### src/rtl/speech_energy_extrema_tracker_assert.svh
// Assertion macros for the speech energy extrema tracker
`ifndef SPEECH_ENERGY_EXTREMA_TRACKER_ASSERT_SVH
`define SPEECH_ENERGY_EXTREMA_TRACKER_ASSERT_SVH

// Same-cycle implication, checked on every rising clock edge outside reset
`define SEET_ASSERT_NOW(lbl, ante, cons) \
   lbl: assert property (@(posedge clock) disable iff (reset) (ante) |-> (cons)) \
      else $error("seet assertion failed");

// Next-cycle implication
`define SEET_ASSERT_NEXT(lbl, ante, cons) \
   lbl: assert property (@(posedge clock) disable iff (reset) (ante) |=> (cons)) \
      else $error("seet assertion failed");

`endif

### src/rtl/seet_pkg.sv
// Shared types, constants and helpers of the speech energy extrema tracker
`default_nettype none
package seet_pkg;

   localparam int E_W    = 41;
   localparam int OFF_W  = 24;
   localparam int MG_W   = 24;
   localparam int WIN_W  = 16;
   localparam int REL_W  = 16;
   localparam int BC_W   = 32;
   localparam int PC_W   = 24;
   localparam int PS_W   = 48;
   localparam int MIXH_W = 42;
   localparam int THR_W  = 58;
   localparam int CSR_W  = 24;
   localparam int RDAT_W = 88;

   localparam logic [1:0] CSR_REL      = 2'd0;
   localparam logic [1:0] CSR_MIN_GAP  = 2'd1;
   localparam logic [1:0] CSR_RATE_WIN = 2'd2;
   localparam logic [1:0] CSR_MAX_WIN  = 2'd3;

   localparam logic [REL_W-1:0] REL_RESET      = 16'd26;
   localparam logic [MG_W-1:0]  MIN_GAP_RESET  = 24'd2205;
   localparam logic [WIN_W-1:0] RATE_WIN_RESET = 16'd430;
   localparam logic [WIN_W-1:0] MAX_WIN_RESET  = 16'd129;

   typedef enum logic [1:0] {
      KIND_NONE   = 2'd0,
      KIND_PEAK   = 2'd1,
      KIND_VALLEY = 2'd2
   } kind_type;

   typedef struct packed {
      logic take_sample;
      logic take_last;
      logic mix;
      logic mul_lo;
      logic mul_hi;
      logic decide;
      logic div_step;
      logic finish;
   } cmd_type;

   typedef struct packed {
      kind_type          kind;
      logic [E_W-1:0]    energy;
      logic [OFF_W-1:0]  offset;
      logic              rate_valid;
      logic [4:0]        rate_bin;
      logic [2:0]        pause_class;
      logic              sentence_end;
      logic              word_end;
      logic [1:0]        word_class;
      logic              volume_valid;
      logic [4:0]        volume_bin;
   } result_type;

   localparam int VOL_N = 19;
   localparam logic [6:0] VOL_TABLE [VOL_N] = '{
      7'd1, 7'd1, 7'd1, 7'd2, 7'd3, 7'd3, 7'd5, 7'd6, 7'd7, 7'd9,
      7'd12, 7'd15, 7'd19, 7'd25, 7'd31, 7'd39, 7'd50, 7'd63, 7'd79
   };

   // Count table entries at or below the energy; the table rises monotonically
   function automatic logic [4:0] vol_bin_f(input logic [E_W-1:0] e);
      logic [4:0] bin;
      bin = '0;
      for (int i = 0; i < VOL_N; i++) begin
         bin = bin + 5'(e >= {34'b0, VOL_TABLE[i]});
      end
      return bin;
   endfunction

endpackage
`default_nettype wire

### src/rtl/seet_ctrl.sv
// Sequencer of the end-of-buffer step and owner of the result handshake
`default_nettype none
module seet_ctrl (
   input  wire logic              clock,
   input  wire logic              reset,
   input  wire logic              req_tvalid,
   input  wire logic              req_tlast,
   output logic                   req_tready,
   output logic                   rsp_tvalid,
   input  wire logic              rsp_tready,
   output seet_pkg::cmd_type      cmd
);
   import seet_pkg::*;

   typedef enum logic [2:0] {
      ST_IDLE, ST_MIX, ST_MUL_LO, ST_MUL_HI, ST_DECIDE, ST_DIV, ST_DONE
   } state_type;

   state_type  state_ff, state_in;
   logic [4:0] div_cnt_ff, div_cnt_in;
   logic       rsp_valid_ff, rsp_valid_in;
   logic       slot_free;

   assign slot_free  = !rsp_valid_ff || rsp_tready;
   assign req_tready = (state_ff == ST_IDLE);
   assign rsp_tvalid = rsp_valid_ff;

   always_comb begin
      cmd          = '0;
      state_in     = state_ff;
      div_cnt_in   = div_cnt_ff;
      rsp_valid_in = rsp_valid_ff && !rsp_tready;
      case (state_ff)
         ST_IDLE: begin
            if (req_tvalid) begin
               cmd.take_sample = 1'b1;
               cmd.take_last   = req_tlast;
               if (req_tlast) state_in = ST_MIX;
            end
         end
         ST_MIX: begin
            cmd.mix  = 1'b1;
            state_in = ST_MUL_LO;
         end
         ST_MUL_LO: begin
            cmd.mul_lo = 1'b1;
            state_in   = ST_MUL_HI;
         end
         ST_MUL_HI: begin
            cmd.mul_hi = 1'b1;
            state_in   = ST_DECIDE;
         end
         ST_DECIDE: begin
            cmd.decide = 1'b1;
            div_cnt_in = '0;
            state_in   = ST_DIV;
         end
         ST_DIV: begin
            // one remainder bit per cycle, MSB first
            cmd.div_step = 1'b1;
            div_cnt_in   = div_cnt_ff + 5'd1;
            if (div_cnt_ff == 5'd31) state_in = ST_DONE;
         end
         ST_DONE: begin
            // hold until the output register is free
            if (slot_free) begin
               cmd.finish   = 1'b1;
               rsp_valid_in = 1'b1;
               state_in     = ST_IDLE;
            end
         end
         default: state_in = ST_IDLE;
      endcase
   end

   always_ff @(posedge clock) begin
      if (reset) begin
         state_ff     <= ST_IDLE;
         div_cnt_ff   <= '0;
         rsp_valid_ff <= 1'b0;
      end else begin
         state_ff     <= state_in;
         div_cnt_ff   <= div_cnt_in;
         rsp_valid_ff <= rsp_valid_in;
      end
   end

endmodule
`default_nettype wire

### config.mk
export PLATFORM = sky130hd
export DESIGN_NAME = seet_ctrl
export DESIGN_NICKNAME = d
export VERILOG_FILES = /design/src/rtl/speech_energy_extrema_tracker_assert.svh /design/src/rtl/seet_pkg.sv /design/src/rtl/seet_ctrl.sv
export SDC_FILE = /design/constraint.sdc
export NUM_CORES = 1
export LEC_CHECK = 0
export BUFFER_PORTS_ARGS = -buffer_cell sky130_fd_sc_hd__buf_2
export CORE_UTILIZATION = 37
export DETAILED_ROUTE_END_ITERATION = 10
export GPL_ROUTABILITY_DRIVEN = 0
export GPL_TIMING_DRIVEN = 1
export PLACE_DENSITY = 0.68
export SYNTH_ARGS = -nofsm -noshare
export SYNTH_HDL_FRONTEND = slang
export SYNTH_SLANG_ARGS = --single-unit
### constraint.sdc
create_clock -name clock -period 2 [get_ports clock]
set_input_delay 0.4 -clock clock [delete_from_list [all_inputs] [get_ports clock]]
set_output_delay 0.4 -clock clock [all_outputs]
set_load 0.005 [all_outputs]
# ---- Word-level counts from Yosys, hierarchy flattened
# Index checks and enable logic that the tools add are counted.
dict set report word_totals {
  output_inout_bits 10
  word_cells 39
  in_bits 5
  regBits 9
}
dict set report classes {
  add_sub_neg 1
  muxes 17
  reduce_logical 7
  eq_ne 11
}
# op count
set op_table {}
lappend op_table {{$pmux 3 s7} 1}
lappend op_table {{$mux 3} 4}
lappend op_table {{$pmux 5 s2} 1}
lappend op_table {{$eq 3x3->1 const B} 3}
lappend op_table {{$mux 1} 9}
lappend op_table {{$ne 2x2->1 const B} 4}
lappend op_table {{$eq 3x2->1 const B} 2}
lappend op_table {{$add 5x1->5 const B} 1}
lappend op_table {{$eq 5x5->1 const B} 1}
lappend op_table {{$mux 2} 2}
lappend op_table {{$reduce_and 4->1} 1}
lappend op_table {{$eq 3x1->1 const B} 1}
lappend op_table {{$logic_not 3->1} 1}
lappend op_table {{$logic_not 1->1} 2}
lappend op_table {{$reduce_bool 2->1} 1}
lappend op_table {{$logic_and 1x1->1} 1}
lappend op_table {{$logic_or 1x1->1} 1}

# ---- Logic depth before layout (Yosys ltp)
# Gate-level depths: netlist of run 1.
dict set report logic_depth {
  word_depth 4
  mapped_depth 6
  depth_no_buf 6
}

# ---- Worst setup path after synthesis of run 1
# Ideal clock, no wire load.
dict set report synth_path {
  kind {register to register}
  from {register div_cnt_ff[0]}
  to {register state_ff[0]}
  setup_time_ns 0.064
  n_path_buf 0
  stages_incl_launch_ff 7
  slack_ns 0.551
  t_required_ns 1.936
  t_arrival_ns 1.386
  period_less_slack_ns 1.449
  path_cell_list {dfxtp_1 > ha_1 > and3_1 > ha_1 > nand2b_1 > a221o_2 > nor2_1}
}
dict set report synth_between {
  elab_chain_len 3
}
# item line
set synth_rtl {}
lappend synth_rtl {{start: declaration} seet_ctrl.sv:20} ;# logic [4:0] div_cnt_ff, div_cnt_in;
lappend synth_rtl {{start signal: assignment} seet_ctrl.sv:83} ;# div_cnt_ff <= div_cnt_in;
lappend synth_rtl {{$eq 5x5->1} seet_ctrl.sv:62} ;# if (div_cnt_ff == 5'd31) state_in = ST_DONE;
lappend synth_rtl {{$ne 2x2->1 (no source line)} --}
lappend synth_rtl {{$reduce_and 4->1 (no source line)} --}
lappend synth_rtl {{end signal: assignment} seet_ctrl.sv:82} ;# state_ff <= state_in;
lappend synth_rtl {{end: declaration} seet_ctrl.sv:19} ;# state_type state_ff, state_in;
# No other way between the ends.
# A chain may end at the register's enable or synchronous reset.

==> results of run 1 <==
[layer usage]
| metal | share of wire | up-vias | GRT usage |
|---|---|---|---|
| met2 | 0.43 | 8 | 0.1917 |
| met3 | 0.032 | 4 | 0.03468 |
| li1 | - | 235 | - |
| met1 | 0.49 | 207 | 0.1986 |
| met5 | 0 | - | 0 |
| met4 | 0.046 | 0 | 0.1552 |
[critical path, delay by kind of cell, from the launching register on]
| kind | cells | cell delay (ns) |
|---|---|---|
| flops | 1 | 0.57 |
| simple gates | 2 | 0.37 |
| buf+inv | 1 | 0.12 |
[synthesized netlist by cell type]
cell	count	share of area
sky130_fd_sc_hd__clkbuf_8	1	0.027
sky130_fd_sc_hd__a221o_2	1	0.022
sky130_fd_sc_hd__a211o_1	1	0.017
sky130_fd_sc_hd__nand3b_1	2	0.029
sky130_fd_sc_hd__nand2_1	3	0.022
sky130_fd_sc_hd__a211oi_1	1	0.015
sky130_fd_sc_hd__nor2_1	3	0.022
sky130_fd_sc_hd__dfxtp_1	9	0.35
sky130_fd_sc_hd__or3b_1	1	0.017
sky130_fd_sc_hd__and3_1	2	0.024
sky130_fd_sc_hd__a22o_1	1	0.017
sky130_fd_sc_hd__buf_6	2	0.044
sky130_fd_sc_hd__nor2b_1	3	0.037
sky130_fd_sc_hd__nor3b_1	2	0.029
sky130_fd_sc_hd__a31oi_1	1	0.012
sky130_fd_sc_hd__mux2i_1	1	0.020
sky130_fd_sc_hd__nor3_1	2	0.020
sky130_fd_sc_hd__nand3_1	5	0.049
sky130_fd_sc_hd__inv_1	2	0.015
sky130_fd_sc_hd__buf_2	1	0.0097
sky130_fd_sc_hd__and2_1	1	0.012
sky130_fd_sc_hd__and3b_2	1	0.020
sky130_fd_sc_hd__ha_1	2	0.049
sky130_fd_sc_hd__and2b_2	1	0.017
sky130_fd_sc_hd__nand2b_1	3	0.037
sky130_fd_sc_hd__a21oi_1	5	0.049
sky130_fd_sc_hd__o21ai_0	2	0.020
[through the flow]
step	hold WS (ns)	area [um^2]	worst slack [ns]
2_1_floorplan	0.4335	513.0	0.5506
3_3_place_gp	0.4512	560.5	0.5142
3_5_place_dp	0.4578	560.5	0.4952
4_1_cts	0.4057	586.8	0.2874
5_1_grt	0.4146	586.8	0.1524
6_report	0.3986	586.8	0.2801
[worst paths after layout]
kind,endpoint,slack [ns],depth (start not counted)
setup reg to reg,state_ff[0],0.49,6
setup / recovery,cmd[2],0.28,3
hold / removal,state_ff[0],0.40,3
hold reg to reg,div_cnt_ff[4],0.47,2
[power by group]
part	internal, mW	total, mW	leakage [nW]	switching (mW)
clock	0.0772	0.148	0.0150	0.0709
combinational	0.0248	0.0442	0.172	0.0194
sequential	0.183	0.195	0.0728	0.0116
total	0.285	0.387	0.260	0.102
[sequential cells by signal, summed over array words and instances (netlist names)]
name / flops
rsp_tvalid: 1
state_ff: 3
div_cnt_ff: 5
[cell type report]
cell class                      instances  area share
Timing Repair Buffer                   14      0.1194
Sequential cell                         9      0.3070
Tap cell                               15     0.03198
Multi-Input combinational cell         44      0.4840
Inverter                                2     0.01279
Clock buffer                            4     0.04478
[cells in the final DEF (no fill, tap or decap), types with 2 or more instances in the layout]
cell type	n
sky130_fd_sc_hd__clkbuf_4	3
sky130_fd_sc_hd__nor2_1	3
sky130_fd_sc_hd__ha_1	2
sky130_fd_sc_hd__nor3b_1	2
sky130_fd_sc_hd__nand3b_1	2
sky130_fd_sc_hd__buf_2	14
sky130_fd_sc_hd__o21ai_0	2
sky130_fd_sc_hd__nor2b_1	3
sky130_fd_sc_hd__nand2b_1	3
sky130_fd_sc_hd__nand2_1	3
sky130_fd_sc_hd__dfxtp_1	9
sky130_fd_sc_hd__and3_1	2
sky130_fd_sc_hd__inv_1	2
sky130_fd_sc_hd__nor3_1	2
sky130_fd_sc_hd__nand3_1	5
sky130_fd_sc_hd__a21oi_1	5
[kinds of logic (layout without fill, tap and decap cells)]
logic type | count (synthesis) | count (layout) | synth area share
compound gates | 12 | 12 | 0.1512
fa+ha+maj | 2 | 2 | 0.04877
buf+inv | 6 | 20 | 0.09511
flops | 9 | 9 | 0.3512
mux | 1 | 1 | 0.01951
simple gates | 29 | 29 | 0.3341
==> implementation parameters, run 1 <==
Parameter                              Value

Run status
  Run status    finished, final reports clean

Floorplanning
  Overall die height    39.24 um
  Starting utilization of the core area    0.3942
  Die area    1539 um^2
  Number of core rows    13
  I/O pin count    15
  CORE AREA    1301 um^2
  DIE WIDTH    39.24 um

Timing
  Final Critical Period    1.720 ns
  RSZ-0062 raised after global routing    false
  Peak Freq    0.5814 GHz
  Final hold viol count    0
  Final Skew    0.003251 ns
  Total setup violations reported at the end of the flow    0
  Final Slew Violations    0
  Share of the clock period used by the worst path after layout    0.8599
  Worst slew margin relative to its limit    0.7158
  Transition at the pin with the smallest max-transition slack    0.4258 ns
  TNS Setup    0 ns

Clock network
  PostCTS Resize Cnt    0
  Clock latency reported for the late side of the worst-skew pair    0.27 ns
  Post-CTS setup repair buffer count    0
  Worst-path clk slew    0.07 ns
  Number of hold buffers added after CTS    0
  Maximum buffer depth of the clock tree    2
  Sinks on Clock Net    9
  CTS tree    done
  TritonCTS buffer count    3
  Deepest level of the CTS H-tree    1
  Clock tree root buffer cell    sky130_fd_sc_hd__clkbuf_4

Placed design
  Buffers on Ports    14
  DP Cell Count    84
  HPWL after detailed placement    656.3 um

Detailed routing
  DR pass1 iterations    4
  Via count    454
  Post-DR wirelength/cell    10.76 um
  Ratio of routed vias to standard cells    5.159
  Routed Wire Length    947 um
  Total DRC errors in the routed layout    0
  Number of DRC markers after the initial detailed-route iteration    8
  Post-detailed-route count of antenna-violating nets    0

Global route
  Total GRT Usage    0.1519
  Total grt overflow    0
  Antenna violations before repair    0
  Pin count of the biggest net entering global routing    16
  Global-route wire length before repair    1490 um
  Via count of the first global-routing pass    346

Synth
  Synthesized area divided by synthesized cell count    8.695 um^2
  Post-synthesis cell count    59
  Sequential area share after synthesis    0.3512
  Count of distinct cell types in the synthesized netlist    27
  Yosys reg bits    9
  Post-synth net total    66
  Synth warn    0
  Post-synthesis cell area    513.0 um^2

Final layout
  Antenna diodes    0
  Non-Filler Instances    88
  Area grow syn2layout    14.39%
  Number of nets in the finished design    81
  Fraction of layout cells with a size suffix above 1    0.2740
  Footprint of the multi-input gates    284.0 um^2
  Filler cell count in the final layout    138
  Final core utilization    0.4510
  Combined flip-flop and latch cell area    180.2 um^2

Pwr
  Pwr dens    659.9 nW/um^2
  Maximum vdd drop    0.3245 mV
  Total leakage power    0.2596 nW
  Overall Power    387.2 uW

Critical path
  Critical path launch point type    flop
  Category of the critical setup timing path    flop to primary output
  Slowest Stage Delay on Critical Path    0.57 ns
  Launching element of the worst setup path    state_ff[2]
  WP data arrival    1.32 ns
  Cell chain of the critical path    nand2b_1, nor2_1, buf_2
  Largest fanout on the critical path    13
  Slowest cell on the critical path    sky130_fd_sc_hd__dfxtp_1
  Reg2reg start    div_cnt_ff[0]
  Data required time at the worst endpoint    1.60 ns
  Kind of capture point of the worst setup path    primary output

Worst hold path
  Startpoint of the lowest-slack hold path    req_tlast
  Tightest Hold Check Type    input port to flop

Job
  Number of max-capacitance violations reported    0
(Power assumes the default switching activity.)
==> run 2, diff against run 1 <==
--- a/config.mk
+++ b/config.mk
@@ -6,11 +6,13 @@
 export NUM_CORES = 1
 export LEC_CHECK = 0
 export BUFFER_PORTS_ARGS = -buffer_cell sky130_fd_sc_hd__buf_2
-export CORE_UTILIZATION = 37
+export CELL_PAD_IN_SITES_DETAIL_PLACEMENT = 1
+export CELL_PAD_IN_SITES_GLOBAL_PLACEMENT = 1
+export CORE_UTILIZATION = 34
 export DETAILED_ROUTE_END_ITERATION = 10
 export GPL_ROUTABILITY_DRIVEN = 0
 export GPL_TIMING_DRIVEN = 1
-export PLACE_DENSITY = 0.68
+export PLACE_DENSITY = 0.81
 export SYNTH_ARGS = -nofsm -noshare
 export SYNTH_HDL_FRONTEND = slang
 export SYNTH_SLANG_ARGS = --single-unit
==> run 2 against run 1 <==
Net effect:
- via count is 2.6% higher
- flip-flop and latch count did not move
- clock-buffer cell count unchanged
- clock power decreased by 6%
- combinational power up 2%
- first-iteration DRC count down 63%
- final cell count did not move
- critical path type unchanged
==> implementation parameters, run 2 (synthesis results as in run 1) <==
Parameter                              Value

Final layout
  Number of nets in the finished design    81 (unchanged)
  Most frequent cells in the layout    14 x sky130_fd_sc_hd__buf_2, 9 x sky130_fd_sc_hd__dfxtp_1, 5 x sky130_fd_sc_hd__nand3_1, 5 x sky130_fd_sc_hd__a21oi_1
  Non-Filler Instances    88 (unchanged)
  Largest register by flop count    div_cnt_ff
  Most common cell after layout, fill and taps aside    sky130_fd_sc_hd__buf_2
  Final core utilization    0.4347 (-0.01630)
  Largest register FFs    5 (unchanged)
  Fraction of layout cells with a size suffix above 1    0.2740 (unchanged)
  Antenna diodes    0 (unchanged)
  Design Area, Final    586.8 um^2 (unchanged)
  Area grow syn2layout    14.39% (unchanged)

Clock network
  Post-CTS setup repair buffer count    0 (unchanged)
  Worst-path clk slew    0.06 ns (about the same)
  TritonCTS buffer count    3 (unchanged)
  Clock latency reported for the late side of the worst-skew pair    0.26 ns (about the same)
  CTS tree    done
  PostCTS Resize Cnt    0 (unchanged)
  Maximum buffer depth of the clock tree    2 (unchanged)
  Deepest level of the CTS H-tree    1 (unchanged)
  Sinks on Clock Net    9 (unchanged)
  Number of hold buffers added after CTS    0 (unchanged)
  Clock tree root buffer cell    sky130_fd_sc_hd__clkbuf_4

Critical path
  Reg2reg start    div_cnt_ff[0]
  Critical path launch point type    flop
  WP data arrival    1.34 ns (+0.02 ns)
  Data required time at the worst endpoint    1.60 ns (about the same)
  Slowest cell on the critical path    sky130_fd_sc_hd__dfxtp_1
  FF-to-FF path depth    6 (unchanged)
  Largest fanout on the critical path    15 (+2)
  Largest delay contributor family on the critical path    flip-flops
  Cell chain of the critical path    nor3b_1, buf_2
  Category of the critical setup timing path    flop to primary output
  Buf/Inv on CP    1 (unchanged)
  Kind of capture point of the worst setup path    primary output
  Slowest Stage Delay on Critical Path    0.60 ns (+0.03 ns)
  Worst r2r dst    state_ff[0]
  Setup slack of the most critical reg-to-reg path    0.46 ns (-0.03 ns)

Timing
  Final Critical Period    1.742 ns (+0.02196 ns)
  Total setup violations reported at the end of the flow    0 (unchanged)
  Share of the clock period used by the worst path after layout    0.8709 (+0.01098)
  Smallest setup slack after layout    0.2581 ns (-0.02196 ns)
  Worst slew margin relative to its limit    0.6926 (-0.02311)
  RSZ-0062 raised after global routing    false
  Transition at the pin with the smallest max-transition slack    0.4604 ns (+0.03462 ns)
  TNS Setup    0 ns (unchanged)
  Peak Freq    0.5741 GHz (-1.3%)
  Worst Hold Slack    0.4126 ns (+0.01402 ns)
  Final hold viol count    0 (unchanged)
  Final Skew    0.002826 ns (-0.0004250 ns)
  Final Slew Violations    0 (unchanged)

Detailed routing
  DR pass1 iterations    4 (unchanged)
  Ratio of routed vias to standard cells    5.295 (+2.6%)
  Post-detailed-route count of antenna-violating nets    0 (unchanged)
  Via count    466 (+2.6%)
  Number of DRC markers after the initial detailed-route iteration    3 (-5)
  Total DRC errors in the routed layout    0 (unchanged)
  Post-DR wirelength/cell    12.94 um (+20%)
  Routed Wire Length    1139 um (+20%)

Floorplanning
  Number of core rows    13 (unchanged)
  Overall die height    40.85 um (+4.1%)
  DIE WIDTH    40.85 um (+4.1%)
  CORE AREA    1350 um^2 (+3.7%)
  I/O pin count    15 (unchanged)
  Starting utilization of the core area    0.3800 (-0.01425)
  Die area    1668 um^2 (+8.4%)

Global route
  Via count of the first global-routing pass    422 (+22%)
  Antenna violations before repair    0 (unchanged)
  Total GRT Usage    0.1728 (+0.02093)
  Global-route wire length before repair    1794 um (+20%)
  Pin count of the biggest net entering global routing    16 (unchanged)
  Total grt overflow    0 (unchanged)

Worst hold path
  Worst-case hold path end point    state_ff[0]
  Tightest Hold Check Type    input port to flop
  Min-Delay Path Depth    3 (unchanged)
  Startpoint of the lowest-slack hold path    req_tlast

Run status
  Run status    finished, final reports clean

Placed design
  Worst slack after detailed placement    0.4694 ns (-0.02579 ns)
  DP Cell Count    84 (unchanged)
  Buffers on Ports    14 (unchanged)
  HPWL after detailed placement    817.3 um (+25%)
  DP Area    560.5 um^2 (unchanged)

Pwr
  Maximum vdd drop    0.4339 mV (+34%)
  Total leakage power    0.2596 nW (unchanged)
  Pwr dens    647.3 nW/um^2 (-1.9%)
  Overall Power    379.8 uW (-1.9%)

Job
  Number of max-capacitance violations reported    0 (unchanged)
[run 2: power breakdown]
| part | internal (mW) | switching (mW) |
|---|---|---|
| clock network | 0.0768 | 0.0621 |
| registers | 0.183 | 0.0123 |
| logic | 0.0248 | 0.0204 |
| total | 0.285 | 0.0948 |
[run 2: per-layer routing]
layer  part of all wire  global-route usage  up-vias  wire length [um]
met1               0.46              0.1889      215               519
met4              0.018              0.1250        0                21
met3              0.052             0.06522        2                59
li1                   -                   -      237                 -
met2               0.47              0.2695       12               539
met5                  0                   0        -                 0
[run 2: final cells by class]
class	instances	area, um^2
multi-input cells	44	284.0
fillers	179	763.2
flip-flops and latches	9	180.2
clock buffers	4	26.28
well taps	15	18.77
repair buffers	14	70.07
inverters	2	7.507
[run 2: how the worst max path moves through the flow]
stage | startpoint | to | slack (ns) | cells after the start
4_1_cts | state_ff[0] | cmd[3] | 0.22 | 2
2_1_floorplan | div_cnt_ff[0] | state_ff[0] | 0.55 | 6
3_3_place_gp | state_ff[0] | cmd[3] | 0.51 | 2
5_1_grt | state_ff[1] | cmd[3] | 0.06 | 3
6_report | state_ff[0] | cmd[3] | 0.26 | 2
3_5_place_dp | div_cnt_ff[0] | state_ff[0] | 0.47 | 6
[run 2: worst reg2reg max path, cell delays in order (launching register included)]
cell and delay [ns]:
sky130_fd_sc_hd__dfxtp_1 0.33, sky130_fd_sc_hd__ha_1 0.23, sky130_fd_sc_hd__and3_1 0.19, sky130_fd_sc_hd__ha_1 0.17
sky130_fd_sc_hd__nand2b_1 0.15, sky130_fd_sc_hd__a221o_2 0.34, sky130_fd_sc_hd__nor2_1 0.08
==> run 3, diff against run 2 <==
--- a/config.mk
+++ b/config.mk
@@ -6,7 +6,7 @@
 export NUM_CORES = 1
 export LEC_CHECK = 0
 export BUFFER_PORTS_ARGS = -buffer_cell sky130_fd_sc_hd__buf_2
-export CELL_PAD_IN_SITES_DETAIL_PLACEMENT = 1
+export CELL_PAD_IN_SITES_DETAIL_PLACEMENT = 0
 export CELL_PAD_IN_SITES_GLOBAL_PLACEMENT = 1
 export CORE_UTILIZATION = 34
 export DETAILED_ROUTE_END_ITERATION = 10
==> run 3 against run 2 <==
Net effect:
- setup slack got worse by 0.00084 ns
- largest power group unchanged
- clock power increased by 5%
- sequential power barely moved
==> implementation parameters, run 3 (synthesis results as in run 1) <==
Parameter                              Value

Final layout
  Antenna diodes    0 (unchanged)
  Final core utilization    0.4347 (unchanged)
  Fraction of layout cells with a size suffix above 1    0.2740 (unchanged)
  Number of nets in the finished design    81 (unchanged)
  Most common cell after layout, fill and taps aside    sky130_fd_sc_hd__buf_2
  Largest register FFs    5 (unchanged)
  Design Area, Final    586.8 um^2 (unchanged)
  Largest register by flop count    div_cnt_ff
  Non-Filler Instances    88 (unchanged)
  Area grow syn2layout    14.39% (unchanged)
  Most frequent cells in the layout    14 x sky130_fd_sc_hd__buf_2, 9 x sky130_fd_sc_hd__dfxtp_1, 5 x sky130_fd_sc_hd__nand3_1, 5 x sky130_fd_sc_hd__a21oi_1

Floorplanning
  Starting utilization of the core area    0.3800 (unchanged)
  Overall die height    40.85 um (unchanged)
  I/O pin count    15 (unchanged)
  Die area    1668 um^2 (unchanged)
  DIE WIDTH    40.85 um (unchanged)
  Number of core rows    13 (unchanged)
  CORE AREA    1350 um^2 (unchanged)

Detailed routing
  Post-DR wirelength/cell    11.38 um (-12%)
  Number of DRC markers after the initial detailed-route iteration    10 (+7)
  Total DRC errors in the routed layout    0 (unchanged)
  Ratio of routed vias to standard cells    5.295 (unchanged)
  DR pass1 iterations    2 (-2)
  Post-detailed-route count of antenna-violating nets    0 (unchanged)
  Via count    466 (unchanged)
  Routed Wire Length    1001 um (-12%)

Clock network
  Number of hold buffers added after CTS    0 (unchanged)
  Worst-path clk slew    0.06 ns (about the same)
  Deepest level of the CTS H-tree    1 (unchanged)
  PostCTS Resize Cnt    0 (unchanged)
  TritonCTS buffer count    3 (unchanged)
  CTS tree    done
  Post-CTS setup repair buffer count    0 (unchanged)
  Clock latency reported for the late side of the worst-skew pair    0.27 ns (about the same)
  Maximum buffer depth of the clock tree    2 (unchanged)
  Sinks on Clock Net    9 (unchanged)
  Clock tree root buffer cell    sky130_fd_sc_hd__clkbuf_4

Critical path
  Data required time at the worst endpoint    1.60 ns (about the same)
  Critical path launch point type    flop
  Category of the critical setup timing path    flop to primary output
  Largest fanout on the critical path    15 (unchanged)
  Kind of capture point of the worst setup path    primary output
  WP data arrival    1.34 ns (about the same)

Pwr
  Pwr dens    657.6 nW/um^2 (+1.6%)
  Maximum vdd drop    0.2689 mV (-38%)
  Overall Power    385.9 uW (+1.6%)
  Total leakage power    0.2596 nW (unchanged)

Timing
  Peak Freq    0.5738 GHz (about the same)
  Final hold viol count    0 (unchanged)
  Final Slew Violations    0 (unchanged)
  Final Critical Period    1.743 ns (+0.0008350 ns)
  Total setup violations reported at the end of the flow    0 (unchanged)
  Final Skew    0.005313 ns (+0.002488 ns)
  Share of the clock period used by the worst path after layout    0.8713 (about the same)
  RSZ-0062 raised after global routing    false
  Worst Hold Slack    0.4093 ns (-0.003334 ns)
  Transition at the pin with the smallest max-transition slack    0.4504 ns (-0.009971 ns)
  TNS Setup    0 ns (unchanged)
  Smallest setup slack after layout    0.2573 ns (-0.0008350 ns)
  Worst slew margin relative to its limit    0.6993 (+0.006657)

Placed design
  Worst slack after detailed placement    0.4703 ns (+0.0009400 ns)
  Buffers on Ports    14 (unchanged)
  HPWL after detailed placement    675.5 um (-17%)
  DP Cell Count    84 (unchanged)
  DP Area    560.5 um^2 (unchanged)

Global route
  Global-route wire length before repair    1497 um (-17%)
  Total grt overflow    0 (unchanged)
  Total GRT Usage    0.1441 (-0.02870)
  Antenna violations before repair    0 (unchanged)
  Pin count of the biggest net entering global routing    16 (unchanged)
  Via count of the first global-routing pass    346 (-18%)

Job
  Number of max-capacitance violations reported    0 (unchanged)

Worst hold path
  Tightest Hold Check Type    input port to flop

Run status
  Run status    finished, final reports clean
## run 3: where the power goes
group	leakage [nW]	total (mW)	internal (mW)	switching, mW
Sequential	0.0728	0.196	0.183	0.0121
Clock	0.0150	0.146	0.0772	0.0688
Combinational	0.172	0.0444	0.0248	0.0196
## run 3: final timing paths
path / start / endpoint / slack [ns] / cells after the start
worst max-delay path: state_ff[0] / cmd[3] / 0.26 / 2
worst max register to register: div_cnt_ff[0] / state_ff[0] / 0.47 / 6
worst min register to register: div_cnt_ff[4] / div_cnt_ff[4] / 0.46 / 2
worst min-delay path: req_tlast / state_ff[0] / 0.41 / 3
## run 3: final cells by class
type,instances,area (um^2)
timing repair buffer,14,70.07
multi-input combinational,44,284.0
sequential,9,180.2
tap,15,18.77
clock buffer,4,26.28
inverter,2,7.507
fill,142,763.2
## run 3: per-layer routing
layer,share of wire,wire length [um],up-vias,track usage
li1,-,-,240,-
met1,0.51,512,211,0.1809
met2,0.42,420,11,0.1914
met3,0.036,36,4,0.03261
met4,0.031,31,0,0.1500
met5,0,0,-,0
## run 3: worst max-delay path: stages, from the launching register on
cell and delay (ns):
sky130_fd_sc_hd__dfxtp_1 0.60, sky130_fd_sc_hd__nor3b_1 0.31, sky130_fd_sc_hd__buf_2 0.16
